`src/sv/circular_double_ended_queue_top_defines.svh`:
```
// Assertion macros shared by the circular deque RTL.
// Each macro samples on aclk and is disabled while aresetn is low.
`ifndef CIRCULAR_DOUBLE_ENDED_QUEUE_TOP_DEFINES_SVH
`define CIRCULAR_DOUBLE_ENDED_QUEUE_TOP_DEFINES_SVH

// A condition that must hold at every sampled edge.
`define CDEQ_ASSERT_ALWAYS(label, cond, msg) \
    label: assert property (@(posedge aclk) disable iff (!aresetn) (cond)) else $error(msg);

// A consequence that must hold in the same cycle as its antecedent.
`define CDEQ_ASSERT_SAME(label, ante, cons, msg) \
    label: assert property (@(posedge aclk) disable iff (!aresetn) (ante) |-> (cons)) \
        else $error(msg);

// A consequence that must hold in the cycle after its antecedent.
`define CDEQ_ASSERT_NEXT(label, ante, cons, msg) \
    label: assert property (@(posedge aclk) disable iff (!aresetn) (ante) |=> (cons)) \
        else $error(msg);

`endif

```
`src/sv/cdeq_pkg.sv`:
```
// Package of the circular deque: command and status codes, field widths
// and stream packing constants. No dependencies.
package cdeq_pkg;

    // Default number of slots.
    localparam int DEPTH_DEF = 16;

    // Field widths.
    localparam int DATA_W    = 32;
    localparam int CMD_W     = 3;
    localparam int STS_W     = 2;
    localparam int CNT_OUT_W = 5;

    // Stream widths, rounded up to whole bytes.
    localparam int S_FIELDS_W = CMD_W + DATA_W;
    localparam int S_TDATA_W  = ((S_FIELDS_W + 7) / 8) * 8;
    localparam int M_FIELDS_W = STS_W + DATA_W + CNT_OUT_W + 1 + DATA_W + DATA_W;
    localparam int M_TDATA_W  = ((M_FIELDS_W + 7) / 8) * 8;

    // Commands; the codes above query behave as a query.
    typedef enum logic [CMD_W-1:0] {
        CMD_PUSH_FRONT = 3'd0,
        CMD_PUSH_REAR  = 3'd1,
        CMD_POP_FRONT  = 3'd2,
        CMD_POP_REAR   = 3'd3,
        CMD_QUERY      = 3'd4
    } cmd_t;

    // Result status.
    typedef enum logic [STS_W-1:0] {
        STS_OK        = 2'd0,
        STS_OVERFLOW  = 2'd1,
        STS_UNDERFLOW = 2'd2
    } status_t;

endpackage

```
`src/sv/cdeq_ram.sv`:
```
// Slot memory of the circular deque: one write port and one read port with
// a registered read. Depends on cdeq_pkg.
module cdeq_ram #(
    parameter int DEPTH = cdeq_pkg::DEPTH_DEF
) (
    input  logic                        aclk,
    input  logic                        wr_en,
    input  logic [$clog2(DEPTH)-1:0]    wr_addr,
    input  logic [cdeq_pkg::DATA_W-1:0] wr_data,
    input  logic                        rd_en,
    input  logic [$clog2(DEPTH)-1:0]    rd_addr,
    output logic [cdeq_pkg::DATA_W-1:0] rd_data
);
    import cdeq_pkg::*;

    logic [DATA_W-1:0] mem [DEPTH];
    logic [DATA_W-1:0] rd_data_reg;

    // Write port.
    always_ff @(posedge aclk) begin
        if (wr_en) begin
            mem[wr_addr] <= wr_data;
        end
    end

    // Registered read port.
    always_ff @(posedge aclk) begin
        if (rd_en) begin
            rd_data_reg <= mem[rd_addr];
        end
    end

    assign rd_data = rd_data_reg;

endmodule

```
`src/sv/circular_double_ended_queue_top.sv`:
```
// Circular double-ended queue of signed 32-bit words with a stream interface.
// Depends on cdeq_pkg, cdeq_ram and circular_double_ended_queue_top_defines.svh.
//
// Each input transaction carries a command and a word and produces exactly
// one result transaction with a status, the popped word, the entry count,
// an empty flag and the words at the front and the rear. The words live in
// a slot memory with a registered read; the front and rear words are also
// held in registers. A push, a query, a rejected command and a pop that
// empties the queue complete in the idle state. A successful pop that
// leaves words behind passes through the fetch state, as the new end word
// must be fetched through the memory read port. The input is taken
// whenever no fetch is in progress and the result register is empty or being
// drained in the same cycle. No clearing pass is needed after reset.
`include "circular_double_ended_queue_top_defines.svh"

module circular_double_ended_queue_top #(
    parameter int DEPTH = cdeq_pkg::DEPTH_DEF
) (
    input  logic                           aclk,
    input  logic                           aresetn,
    // Fields from bit 0: command[2:0], value[34:3], zero padding.
    input  logic [cdeq_pkg::S_TDATA_W-1:0] s_tdata,
    input  logic                           s_tvalid,
    output logic                           s_tready,
    // Fields from bit 0: status[1:0], popped_value[33:2], entry_count[38:34],
    // is_empty[39], front_value[71:40], rear_value[103:72].
    output logic [cdeq_pkg::M_TDATA_W-1:0] m_tdata,
    output logic                           m_tvalid,
    input  logic                           m_tready
);
    import cdeq_pkg::*;

    localparam int IDX_W = $clog2(DEPTH);
    localparam int CNT_W = $clog2(DEPTH + 1);

    typedef enum logic [1:0] {
        STATE_IDLE  = 2'b01,
        STATE_FETCH = 2'b10
    } state_t;

    // Control registers.
    state_t             state_reg, state_next;
    logic [IDX_W-1:0]   head_reg, head_next;
    logic [IDX_W-1:0]   tail_reg, tail_next;
    logic [CNT_W-1:0]   cnt_reg, cnt_next;
    logic               m_valid_reg, m_valid_next;

    // Payload registers.
    logic [DATA_W-1:0]    front_reg, front_next;
    logic [DATA_W-1:0]    rear_reg, rear_next;
    logic [DATA_W-1:0]    popped_reg, popped_next;
    logic                 fetch_front_reg, fetch_front_next;
    logic [M_TDATA_W-1:0] m_data_reg, m_data_next;

    // Memory access.
    logic              wr_en;
    logic [IDX_W-1:0]  wr_addr;
    logic [DATA_W-1:0] wr_data;
    logic              rd_en;
    logic [IDX_W-1:0]  rd_addr;
    logic [DATA_W-1:0] rd_data;

    // Decoded input and result building.
    logic              accept;
    cmd_t              cmd;
    logic [DATA_W-1:0] value;
    logic              is_full;
    logic              is_empty_now;
    logic              emit;
    status_t           emit_status;
    logic [DATA_W-1:0] emit_popped;
    logic              empty_after;
    logic [31:0]       cnt_wide;

    cdeq_ram #(
        .DEPTH (DEPTH)
    ) u_ram (
        .aclk    (aclk),
        .wr_en   (wr_en),
        .wr_addr (wr_addr),
        .wr_data (wr_data),
        .rd_en   (rd_en),
        .rd_addr (rd_addr),
        .rd_data (rd_data)
    );

    // Input unpacking and handshake.
    assign cmd          = cmd_t'(s_tdata[CMD_W-1:0]);
    assign value        = s_tdata[CMD_W +: DATA_W];
    assign s_tready     = (state_reg == STATE_IDLE) && (!m_valid_reg || m_tready);
    assign accept       = s_tvalid && s_tready;
    assign is_full      = (cnt_reg == CNT_W'(DEPTH));
    assign is_empty_now = (cnt_reg == '0);

    // Command execution and result assembly.
    always_comb begin
        state_next       = state_reg;
        head_next        = head_reg;
        tail_next        = tail_reg;
        cnt_next         = cnt_reg;
        front_next       = front_reg;
        rear_next        = rear_reg;
        popped_next      = popped_reg;
        fetch_front_next = fetch_front_reg;
        m_valid_next     = m_valid_reg;
        m_data_next      = m_data_reg;
        wr_en            = 1'b0;
        wr_addr          = '0;
        wr_data          = value;
        rd_en            = 1'b0;
        rd_addr          = '0;
        emit             = 1'b0;
        emit_status      = STS_OK;
        emit_popped      = '0;

        // The result register drains on its own handshake.
        if (m_valid_reg && m_tready) begin
            m_valid_next = 1'b0;
        end

        if (state_reg == STATE_FETCH) begin
            // The new end word arrives from the memory.
            if (fetch_front_reg) begin
                front_next = rd_data;
            end else begin
                rear_next = rd_data;
            end
            emit        = 1'b1;
            emit_popped = popped_reg;
            state_next  = STATE_IDLE;
        end else if (accept) begin
            emit = 1'b1;
            case (cmd)
                CMD_PUSH_FRONT, CMD_PUSH_REAR: begin
                    if (is_full) begin
                        emit_status = STS_OVERFLOW;
                    end else begin
                        wr_en = 1'b1;
                        if (is_empty_now) begin
                            head_next  = '0;
                            tail_next  = '0;
                            wr_addr    = '0;
                            front_next = value;
                            rear_next  = value;
                        end else if (cmd == CMD_PUSH_FRONT) begin
                            head_next  = (head_reg == '0) ? IDX_W'(DEPTH - 1)
                                                          : head_reg - 1'b1;
                            wr_addr    = head_next;
                            front_next = value;
                        end else begin
                            tail_next = (tail_reg == IDX_W'(DEPTH - 1)) ? '0
                                                                        : tail_reg + 1'b1;
                            wr_addr   = tail_next;
                            rear_next = value;
                        end
                        cnt_next = cnt_reg + 1'b1;
                    end
                end
                CMD_POP_FRONT, CMD_POP_REAR: begin
                    if (is_empty_now) begin
                        emit_status = STS_UNDERFLOW;
                    end else begin
                        emit_popped = (cmd == CMD_POP_FRONT) ? front_reg : rear_reg;
                        popped_next = emit_popped;
                        cnt_next    = cnt_reg - 1'b1;
                        if (cnt_reg == CNT_W'(1)) begin
                            // Last word gone: both indices return to slot zero.
                            head_next = '0;
                            tail_next = '0;
                        end else begin
                            // Move the index and fetch the word now at that end.
                            emit             = 1'b0;
                            rd_en            = 1'b1;
                            fetch_front_next = (cmd == CMD_POP_FRONT);
                            state_next       = STATE_FETCH;
                            if (cmd == CMD_POP_FRONT) begin
                                head_next = (head_reg == IDX_W'(DEPTH - 1)) ? '0
                                                                            : head_reg + 1'b1;
                                rd_addr   = head_next;
                            end else begin
                                tail_next = (tail_reg == '0) ? IDX_W'(DEPTH - 1)
                                                             : tail_reg - 1'b1;
                                rd_addr   = tail_next;
                            end
                        end
                    end
                end
                default: begin
                    emit_status = STS_OK;
                end
            endcase
        end

        // Pack a result from the state after the operation.
        empty_after = (cnt_next == '0);
        cnt_wide    = 32'(cnt_next);
        if (emit) begin
            m_valid_next = 1'b1;
            m_data_next  = M_TDATA_W'({
                empty_after ? {DATA_W{1'b0}} : rear_next,
                empty_after ? {DATA_W{1'b0}} : front_next,
                empty_after,
                cnt_wide[CNT_OUT_W-1:0],
                emit_popped,
                emit_status
            });
        end
    end

    // Control state.
    always_ff @(posedge aclk) begin
        if (!aresetn) begin
            state_reg   <= STATE_IDLE;
            head_reg    <= '0;
            tail_reg    <= '0;
            cnt_reg     <= '0;
            m_valid_reg <= 1'b0;
        end else begin
            state_reg   <= state_next;
            head_reg    <= head_next;
            tail_reg    <= tail_next;
            cnt_reg     <= cnt_next;
            m_valid_reg <= m_valid_next;
        end
    end

    // Payload state.
    always_ff @(posedge aclk) begin
        front_reg       <= front_next;
        rear_reg        <= rear_next;
        popped_reg      <= popped_next;
        fetch_front_reg <= fetch_front_next;
        m_data_reg      <= m_data_next;
    end

    assign m_tvalid = m_valid_reg;
    assign m_tdata  = m_data_reg;

    // Checks on the sequencing and the index bookkeeping.
    `CDEQ_ASSERT_SAME(a_fetch_out_free, state_reg == STATE_FETCH, !m_valid_reg,
        "result register occupied while a fetch completes")
    `CDEQ_ASSERT_SAME(a_empty_idx_zero, cnt_reg == '0,
        (head_reg == '0) && (tail_reg == '0), "empty queue with nonzero indices")
    `CDEQ_ASSERT_NEXT(a_underflow_rep,
        accept && is_empty_now && (cmd == CMD_POP_FRONT || cmd == CMD_POP_REAR),
        m_valid_reg && (m_data_reg[STS_W-1:0] == STS_UNDERFLOW) && (cnt_reg == '0),
        "pop from empty queue not reported as underflow")
    `CDEQ_ASSERT_NEXT(a_overflow_hold,
        accept && is_full && (cmd == CMD_PUSH_FRONT || cmd == CMD_PUSH_REAR),
        $stable(cnt_reg) && $stable(head_reg) && $stable(tail_reg),
        "push onto full queue changed the queue")

endmodule
```
`config.mk`:
```
export PLATFORM = sky130hd
export DESIGN_NAME = circular_double_ended_queue_top
export DESIGN_NICKNAME = d
export VERILOG_FILES = /design/src/sv/cdeq_pkg.sv /design/src/sv/cdeq_ram.sv /design/src/sv/circular_double_ended_queue_top.sv
export VERILOG_INCLUDE_DIRS = /design/src /design/src/sv
export SDC_FILE = /design/constraint.sdc
export NUM_CORES = 1
export LEC_CHECK = 0
export ABC_AREA = 1
export BUFFER_PORTS_ARGS = -buffer_cell sky130_fd_sc_hd__buf_4
export CAP_MARGIN = 10
export CORE_UTILIZATION = 30
export CTS_CLUSTER_DIAMETER = 60
export DETAILED_ROUTE_END_ITERATION = 8
export GPL_TIMING_DRIVEN = 1
export PLACE_DENSITY_LB_ADDON = 0.25
export SYNTH_ARGS = -nofsm -noshare
export SYNTH_HDL_FRONTEND = slang
export SYNTH_SLANG_ARGS = --single-unit
```
`constraint.sdc`:
```
create_clock -name aclk -period 4.35 [get_ports aclk]
set_input_delay 0.6525 -clock aclk [delete_from_list [all_inputs] [get_ports aclk]]
set_output_delay 0.6525 -clock aclk [all_outputs]
set_load 0.01 [all_outputs]
```
==> results of run 1 <==
worst max-delay path, stage by stage (launching register included):
cell and delay [ns]:
sky130_fd_sc_hd__dfxtp_1 0.32, sky130_fd_sc_hd__inv_1 0.14, sky130_fd_sc_hd__ha_1 0.20, sky130_fd_sc_hd__nand2_1 0.06, sky130_fd_sc_hd__nor2_1 0.35, sky130_fd_sc_hd__nor2_4 0.12
sky130_fd_sc_hd__nand3_1 0.12, sky130_fd_sc_hd__o21a_1 0.17, sky130_fd_sc_hd__nor2_4 0.04, sky130_fd_sc_hd__inv_1 0.43, sky130_fd_sc_hd__buf_4 0.47, sky130_fd_sc_hd__nand3_1 0.22
sky130_fd_sc_hd__nand2_1 0.23
power by group through the flow:
stage / registers (mW) / clock network [mW] / logic, mW
after floorplan: 8.99 / 0 / 1.33
after global placement: 8.95 / 0 / 2.26
after detailed placement: 8.96 / 0 / 2.28
after CTS: 8.81 / 6.97 / 2.29
after global routing: 8.86 / 7.23 / 2.54
final: 8.81 / 6.79 / 2.26
routing by layer:
layer	wire, µm	global-route usage [%]	vias to the layer above
li1	-	-	11492
met1	42200	21.5	11160
met2	41600	25.0	573
met3	5180	2.79	135
met4	1780	4.45	14
met5	72	0	-
cells in the final DEF, fill, tap and decap left out, drive strengths merged, types with 9 or more instances in the layout:
cell type  count
o21ai         96
clkinvlp       9
nand3        728
edfxtp       681
nand3b        63
a22o          32
nor2         115
clkbuf       101
buf          207
inv          660
clkinv        30
a21oi         13
dfxtp         80
nand2        766
through the flow:
step                      hold slack (ns)  area [µm²]  worst slack (ns)  utilization, %
final                               0.320       39600              1.28            35.1
after global routing                0.320       39600              1.13            35.1
after CTS                           0.284       39600              1.29            35.1
after detailed placement            0.527       36900             0.909            32.8
after global placement              0.524       36900             0.887            32.8
after floorplan                     0.484       34100             0.501               -
final timing paths:
path,cells past startpoint,endpoint,slack (ns),start
hold reg to reg,1,m_tdata[21]$_DFFE_PP_,0.53,popped_reg[19]$_DFFE_PP_
hold / removal,3,m_tvalid$_SDFFE_PN0P_,0.32,aresetn
setup / recovery,12,u_ram.rd_data[3]$_DFFE_PP_,1.28,cnt_reg[1]$_SDFF_PN0_
setup reg to reg,12,u_ram.rd_data[3]$_DFFE_PP_,1.28,cnt_reg[1]$_SDFF_PN0_
cells by family after synthesis:
| kind of cell | share of synthesized area [%] |
|---|---|
| flops | 64.6 |
| xor+xnor | 0.205 |
| buf+inv | 10.2 |
| compound gates | 2.57 |
| simple gates | 22.2 |
| fa+ha+maj | 0.293 |
layout make-up:
class / instances / area [µm²] / area share, %
clock inverters: 46 / 438 / 1.11
diodes: 1 / 2.50 / 0.00633
inverters: 657 / 2470 / 6.23
clock buffers: 101 / 2170 / 5.49
repair buffers: 207 / 1730 / 4.37
flip-flops and latches: 761 / 22100 / 55.7
multi-input cells: 1842 / 8820 / 22.3
well taps: 1500 / 1880 / 4.74
==> impl_metrics.prom, run 1 <==
# TYPE chip_impl_metric gauge
chip_impl_metric{name="routed_wl",unit="µm"} 90800
chip_impl_metric{name="die_area",unit="µm²"} 115000
chip_impl_metric{name="timing.fmax",unit="MHz"} 326
chip_impl_metric{name="die_y",unit="µm"} 339
chip_impl_metric{name="grt_first_pass_wirelength",unit="µm"} 138000
chip_impl_metric{name="leakagePower",unit="nW"} 16.2
chip_impl_metric{name="wire_per_inst",unit="µm"} 17.8
chip_impl_metric{name="synth_area",unit="µm²"} 34100
chip_impl_metric{name="combinationalPowerShare",unit="%"} 12.6
chip_impl_metric{name="io_buffer_count",unit=""} 144
chip_impl_metric{name="x_dimension_of_the_die",unit="µm"} 339
chip_impl_info{name="synth.largest_area_cell",value="sky130_fd_sc_hd__edfxtp_1"} 1
chip_impl_metric{name="drt.antenna.violating_nets",unit=""} 0
chip_impl_metric{name="report.final.setup_viol",unit=""} 0
chip_impl_metric{name="dp_hpwl",unit="µm"} 52100
chip_impl_info{name="critPathKind",value="register to register"} 1
chip_impl_metric{name="worst-path-max-fanout",unit=""} 23
chip_impl_metric{name="grt_overflow_total",unit=""} 0
chip_impl_metric{name="postCtsSetupBuffers",unit=""} 0
chip_impl_info{name="synth_top_flop_cell",value="sky130_fd_sc_hd__edfxtp_1"} 1
chip_impl_metric{name="hold_violations",unit=""} 0
chip_impl_metric{name="worst_skew_pair.late_latency",unit="ns"} 0.66
chip_impl_metric{name="power.sequential.fraction",unit="%"} 49.3
chip_impl_metric{name="postCtsHoldBufs",unit=""} 0
chip_impl_info{name="grt_setup_unrepaired",value="false"} 1
chip_impl_metric{name="drive_above_1_share",unit="%"} 10.6
chip_impl_metric{name="finish.net_count",unit=""} 3602
chip_impl_metric{name="cts_num_sinks",unit=""} 761
chip_impl_info{name="max_flop_register",value="u_ram.mem"} 1
chip_impl_metric{name="finalCritPeriodShare",unit="%"} 70.5
chip_impl_metric{name="clk_pin_slew_worst_setup_hold_paths",unit="ns"} 0.06
chip_impl_info{name="synth_area_leaders",value="sky130_fd_sc_hd__edfxtp_1 60%, sky130_fd_sc_hd__nand3_1 11%, sky130_fd_sc_hd__nand2_1 8.3%"} 1
chip_impl_metric{name="drv.max_cap_violation_count",unit=""} 0
chip_impl_metric{name="synth-seq-cells",unit=""} 761
chip_impl_info{name="cp-end-kind",value="register"} 1
chip_impl_metric{name="power",unit="mW"} 17.9
chip_impl_metric{name="final_cells",unit=""} 5115
chip_impl_metric{name="clock_network_fraction_of_total_power",unit="%"} 38.0
chip_impl_metric{name="syn_nets",unit=""} 3506
chip_impl_metric{name="std_cell_rows",unit=""} 123
chip_impl_info{name="worstHoldPathType",value="input port to register"} 1
chip_impl_metric{name="initialDrtViolationCount",unit=""} 1777
chip_impl_metric{name="synthesis.area_per_instance",unit="µm²"} 9.89
chip_impl_metric{name="place_congestion",unit=""} 0.785
chip_impl_metric{name="fin_worst_skew",unit="ns"} 0.0303
chip_impl_metric{name="sw_frac_of_total",unit="%"} 26.5
chip_impl_metric{name="postSynthCellCount",unit=""} 3454
chip_impl_metric{name="timing_max_transition_violations_final",unit=""} 0
chip_impl_info{name="synthTopCellsByCount",value="758 x sky130_fd_sc_hd__nand2_1, 727 x sky130_fd_sc_hd__nand3_1, 681 x sky130_fd_sc_hd__edfxtp_1"} 1
chip_impl_metric{name="net-switching-power",unit="mW"} 4.74
chip_impl_info{name="cts_tree",value="yes"} 1
chip_impl_metric{name="clockBufferDepth",unit=""} 3
chip_impl_info{name="synth.most_common_cell",value="sky130_fd_sc_hd__nand2_1"} 1
chip_impl_metric{name="vdd_drop_max",unit="mV"} 0.279
chip_impl_metric{name="synth_cell_types",unit=""} 34
chip_impl_metric{name="top_level_ports",unit=""} 150
chip_impl_metric{name="fp.coreArea",unit="µm²"} 113000
chip_impl_metric{name="internal_power",unit="mW"} 13.1
chip_impl_metric{name="synthDominantCellAreaShare",unit="%"} 59.9
chip_impl_metric{name="vias",unit=""} 23374
chip_impl_metric{name="initial_utilization",unit="%"} 30.3
chip_impl_metric{name="worst-endpoint-arrival",unit="ns"} 3.54
chip_impl_metric{name="placedCellCount",unit=""} 4967
chip_impl_metric{name="htree_num_levels",unit=""} 3
chip_impl_metric{name="final.setup.tns",unit="ns"} 0
chip_impl_metric{name="slew_at_the_pin_closest_to_its_max_slew_limit",unit="ns"} 0.895
chip_impl_metric{name="nFillCells",unit=""} 11329
chip_impl_info{name="outcome",value="finished clean"} 1
chip_impl_metric{name="final.min_clock_period",unit="ns"} 3.07
chip_impl_metric{name="seq_area_frac_synth",unit="%"} 64.6
chip_impl_metric{name="cts_buffers",unit=""} 81
chip_impl_metric{name="pin_count_of_the_biggest_net_entering_global_routing",unit=""} 138
chip_impl_metric{name="initial_antenna_violation_count",unit=""} 7
chip_impl_metric{name="remaining_drc_errors",unit=""} 0
chip_impl_metric{name="largest_register_ff_count",unit=""} 512
chip_impl_info{name="clock-root-buffer",value="sky130_fd_sc_hd__clkbuf_16"} 1
chip_impl_metric{name="slew_headroom",unit="%"} 40.3
chip_impl_metric{name="synth_edf_count",unit=""} 681
chip_impl_metric{name="synthToLayoutAreaGrowth",unit="%"} 15.9
chip_impl_metric{name="first_pass_iters",unit=""} 5
chip_impl_metric{name="yosysWarningCount",unit=""} 0
chip_impl_metric{name="powerDensity",unit="nW/µm²"} 451
chip_impl_metric{name="wp_data_required",unit="ns"} 4.82
chip_impl_info{name="critPathLaunchType",value="register"} 1
chip_impl_metric{name="first_global_vias",unit=""} 22135
chip_impl_metric{name="viasPerCell",unit=""} 4.57
chip_impl_metric{name="grt.total_usage",unit="%"} 15.6
chip_impl_metric{name="postCtsResizedCells",unit=""} 0
chip_impl_metric{name="synthArstFlopShare",unit="%"} 0
(Power assumes the default switching activity.)
==> run 2: changes to the inputs <==
Clock period 4.35 ns to 2.9 ns, I/O delays scaled along.
==> run 2 against run 1 <==
  * Cell area grew 2.6%
  * Critical path depth up 2
  * Routed wire length about the same
  * Worst hold slack got worse by 0.24 ns
  * Cell count rose by 1.3%
  * Sequential share of layout area down 1.4 points
  * Fmax grew 12%
  * Count of clock-buffer cells in the layout grew 3
==> impl_metrics.prom, run 2 (synthesis gave the netlist of run 1 again) <==
# TYPE chip_impl_metric gauge
chip_impl_metric{name="grt_first_pass_wirelength",unit="µm"} 139000
chip_impl_metric{name="final.setup.tns",unit="ns"} 0
chip_impl_metric{name="largest_register_ff_count",unit=""} 512
chip_impl_metric{name="die_y",unit="µm"} 339
chip_impl_metric{name="hold_violations",unit=""} 0
chip_impl_metric{name="initial_antenna_violation_count",unit=""} 5
chip_impl_metric{name="clockBufferDepth",unit=""} 3
chip_impl_metric{name="cts_buffers",unit=""} 80
chip_impl_metric{name="viasPerCell",unit=""} 4.53
chip_impl_metric{name="first_global_vias",unit=""} 22724
chip_impl_metric{name="drt.antenna.violating_nets",unit=""} 0
chip_impl_metric{name="timing.fmax",unit="MHz"} 366
chip_impl_metric{name="place_congestion",unit=""} 0.779
chip_impl_metric{name="x_dimension_of_the_die",unit="µm"} 339
chip_impl_metric{name="first_pass_iters",unit=""} 7
chip_impl_info{name="cp-end-kind",value="register"} 1
chip_impl_metric{name="clk_pin_slew_worst_setup_hold_paths",unit="ns"} 0.06
chip_impl_info{name="highest_layer",value="met5"} 1
chip_impl_metric{name="grt_overflow_total",unit=""} 0
chip_impl_metric{name="worst_skew_pair.late_latency",unit="ns"} 0.64
chip_impl_metric{name="met1Wirelength",unit="µm"} 42400
chip_impl_metric{name="internal_power",unit="mW"} 19.7
chip_impl_metric{name="fp.coreArea",unit="µm²"} 113000
chip_impl_info{name="rr_endpoint",value="u_ram.rd_data[30]$_DFFE_PP_"} 1
chip_impl_metric{name="postCtsResizedCells",unit=""} 0
chip_impl_metric{name="report.final.setup_viol",unit=""} 0
chip_impl_metric{name="dp_hpwl",unit="µm"} 56700
chip_impl_metric{name="postCtsHoldBufs",unit=""} 0
chip_impl_metric{name="finalCritPeriodShare",unit="%"} 94.1
chip_impl_info{name="critPathKind",value="register to register"} 1
chip_impl_info{name="mostFrequentLayoutCells",value="755 x sky130_fd_sc_hd__nand2_1, 726 x sky130_fd_sc_hd__nand3_1, 681 x sky130_fd_sc_hd__edfxtp_1, 647 x sky130_fd_sc_hd__inv_1, 210 x sky130_fd_sc_hd__buf_4"} 1
chip_impl_metric{name="met2RoutedLength",unit="µm"} 41600
chip_impl_metric{name="wp_data_required",unit="ns"} 3.34
chip_impl_info{name="clock-root-buffer",value="sky130_fd_sc_hd__clkbuf_16"} 1
chip_impl_metric{name="drive_above_1_share",unit="%"} 12.3
chip_impl_metric{name="cts_num_sinks",unit=""} 761
chip_impl_metric{name="power.sequential.fraction",unit="%"} 49.5
chip_impl_metric{name="postCtsSetupBuffers",unit=""} 0
chip_impl_metric{name="vias",unit=""} 23502
chip_impl_metric{name="worst-path-max-fanout",unit=""} 24
chip_impl_metric{name="grt.total_usage",unit="%"} 15.6
chip_impl_metric{name="io_buffer_count",unit=""} 144
chip_impl_info{name="grt_setup_unrepaired",value="false"} 1
chip_impl_metric{name="remaining_drc_errors",unit=""} 0
chip_impl_metric{name="top_level_ports",unit=""} 150
chip_impl_metric{name="fin_worst_skew",unit="ns"} 0.0241
chip_impl_metric{name="routed_wl",unit="µm"} 90800
chip_impl_info{name="cts_tree",value="yes"} 1
chip_impl_metric{name="worst-endpoint-arrival",unit="ns"} 3.17
chip_impl_info{name="endpoint_worst_hold",value="u_ram.mem[9][10]$_DFFE_PP_"} 1
chip_impl_metric{name="die_area",unit="µm²"} 115000
chip_impl_metric{name="holdPathStages",unit=""} 1
chip_impl_metric{name="synthToLayoutAreaGrowth",unit="%"} 18.9
chip_impl_info{name="timing.critical_path.from",value="cnt_reg[0]$_SDFF_PN0_"} 1
chip_impl_metric{name="htree_num_levels",unit=""} 3
chip_impl_metric{name="timing.reg2reg.setup_slack",unit="ns"} 0.17
chip_impl_info{name="max_flop_register",value="u_ram.mem"} 1
chip_impl_metric{name="route.met3.wl",unit="µm"} 4990
chip_impl_info{name="critPathLaunchType",value="register"} 1
chip_impl_metric{name="pin_count_of_the_biggest_net_entering_global_routing",unit=""} 98
chip_impl_metric{name="vdd_drop_max",unit="mV"} 0.415
chip_impl_metric{name="drv.max_cap_violation_count",unit=""} 0
chip_impl_metric{name="leakagePower",unit="nW"} 16.7
chip_impl_metric{name="final.min_clock_period",unit="ns"} 2.73
chip_impl_metric{name="net-switching-power",unit="mW"} 6.96
chip_impl_metric{name="combinationalPowerShare",unit="%"} 13.5
chip_impl_info{name="commonest_non_fill_non_tap_cell_in_the_layout",value="sky130_fd_sc_hd__nand2_1"} 1
chip_impl_info{name="worstHoldPathType",value="input port to register"} 1
chip_impl_metric{name="powerDensity",unit="nW/µm²"} 657
chip_impl_metric{name="reg2regPathDepth",unit=""} 14
chip_impl_metric{name="finish.net_count",unit=""} 3669
chip_impl_metric{name="nFillCells",unit=""} 11279
chip_impl_metric{name="whs",unit="ns"} 0.0778
chip_impl_info{name="outcome",value="finished clean"} 1
chip_impl_info{name="hold_path_startpoint",value="s_tdata[13]"} 1
chip_impl_metric{name="clock_network_fraction_of_total_power",unit="%"} 37.0
chip_impl_metric{name="slew_headroom",unit="%"} 50.6
chip_impl_metric{name="std_cell_rows",unit=""} 123
chip_impl_metric{name="slew_at_the_pin_closest_to_its_max_slew_limit",unit="ns"} 0.741
chip_impl_metric{name="sw_frac_of_total",unit="%"} 26.1
chip_impl_metric{name="timing_max_transition_violations_final",unit=""} 0
chip_impl_metric{name="wire_per_inst",unit="µm"} 17.5
chip_impl_info{name="crit-reg2reg-launch",value="cnt_reg[0]$_SDFF_PN0_"} 1
chip_impl_metric{name="initialDrtViolationCount",unit=""} 1778
chip_impl_metric{name="initial_utilization",unit="%"} 30.3
run 2: cell count changes in the layout (fill, tap and decap cells not counted), sizes merged, moves of 3 or more:
cell	delta
clkinv	+7
clkinvlp	-9
clkbuf	+3
inv	-3
diode	+3
buf	+68
run 2: layout make-up:
class,instances,area (µm²),area share [%]
antenna,4,10.0,0.0247
clock buffer,104,2210,5.43
clock inverter,40,292,0.718
inverter,657,2470,6.07
multi-input combinational,1842,8820,21.7
sequential,761,22100,54.3
tap,1500,1880,4.62
timing repair buffer,275,2880,7.09
run 2: critical path: stages (launching register included):
cell                      delay, ns
sky130_fd_sc_hd__dfxtp_1       0.41
sky130_fd_sc_hd__inv_1         0.12
sky130_fd_sc_hd__ha_1          0.26
sky130_fd_sc_hd__nand3_4       0.15
sky130_fd_sc_hd__nand2_4       0.10
sky130_fd_sc_hd__nor2_4        0.13
sky130_fd_sc_hd__buf_12        0.17
sky130_fd_sc_hd__inv_2         0.07
sky130_fd_sc_hd__nor2_4        0.11
sky130_fd_sc_hd__buf_12        0.21
sky130_fd_sc_hd__buf_12        0.22
sky130_fd_sc_hd__nand3_1       0.09
sky130_fd_sc_hd__nand3_1       0.11
sky130_fd_sc_hd__nand3_1       0.12
sky130_fd_sc_hd__nand2_1       0.21
run 2: power by group through the flow:
stage	Combinational, mW	Sequential [mW]	Clock, mW
finish	3.61	13.2	9.87
global route	4.04	13.3	10.5
CTS	3.67	13.2	10.1
detailed placement	3.66	13.4	0
global placement	3.64	13.4	0
floorplan	2.00	13.5	0
run 2: worst max path at each step:
stage / to / slack, ns
CTS: u_ram.rd_data[15]$_DFFE_PP_ / 0.20
floorplan: u_ram.mem[10][0]$_DFFE_PP_ / -0.31
detailed placement: u_ram.rd_data[7]$_DFFE_PP_ / 0.17
finish: u_ram.rd_data[30]$_DFFE_PP_ / 0.17
global placement: u_ram.rd_data[7]$_DFFE_PP_ / 0.17
global route: u_ram.rd_data[29]$_DFFE_PP_ / 0.05
run 2: routing by layer:
metal  GRT usage, %  vias to the layer above
li1               -                    11637
met1           21.8                    11181
met2           25.1                      560
met3           2.36                      118
met4           4.38                        6
met5              0                        -
run 2: through the flow:
stage                     power (mW)  worst slack (ns)  cell area, µm²  std cells  util, %
final                           26.7             0.170           40600       5183     36.0
after global routing            27.8            0.0459           40600       5179     36.0
after CTS                       27.0             0.195           40600       5179     36.0
after detailed placement        17.1             0.174           38100       5035     33.8
after global placement          17.0             0.170           38100       5035     33.8
after floorplan                 15.5            -0.311           34200       3454        -
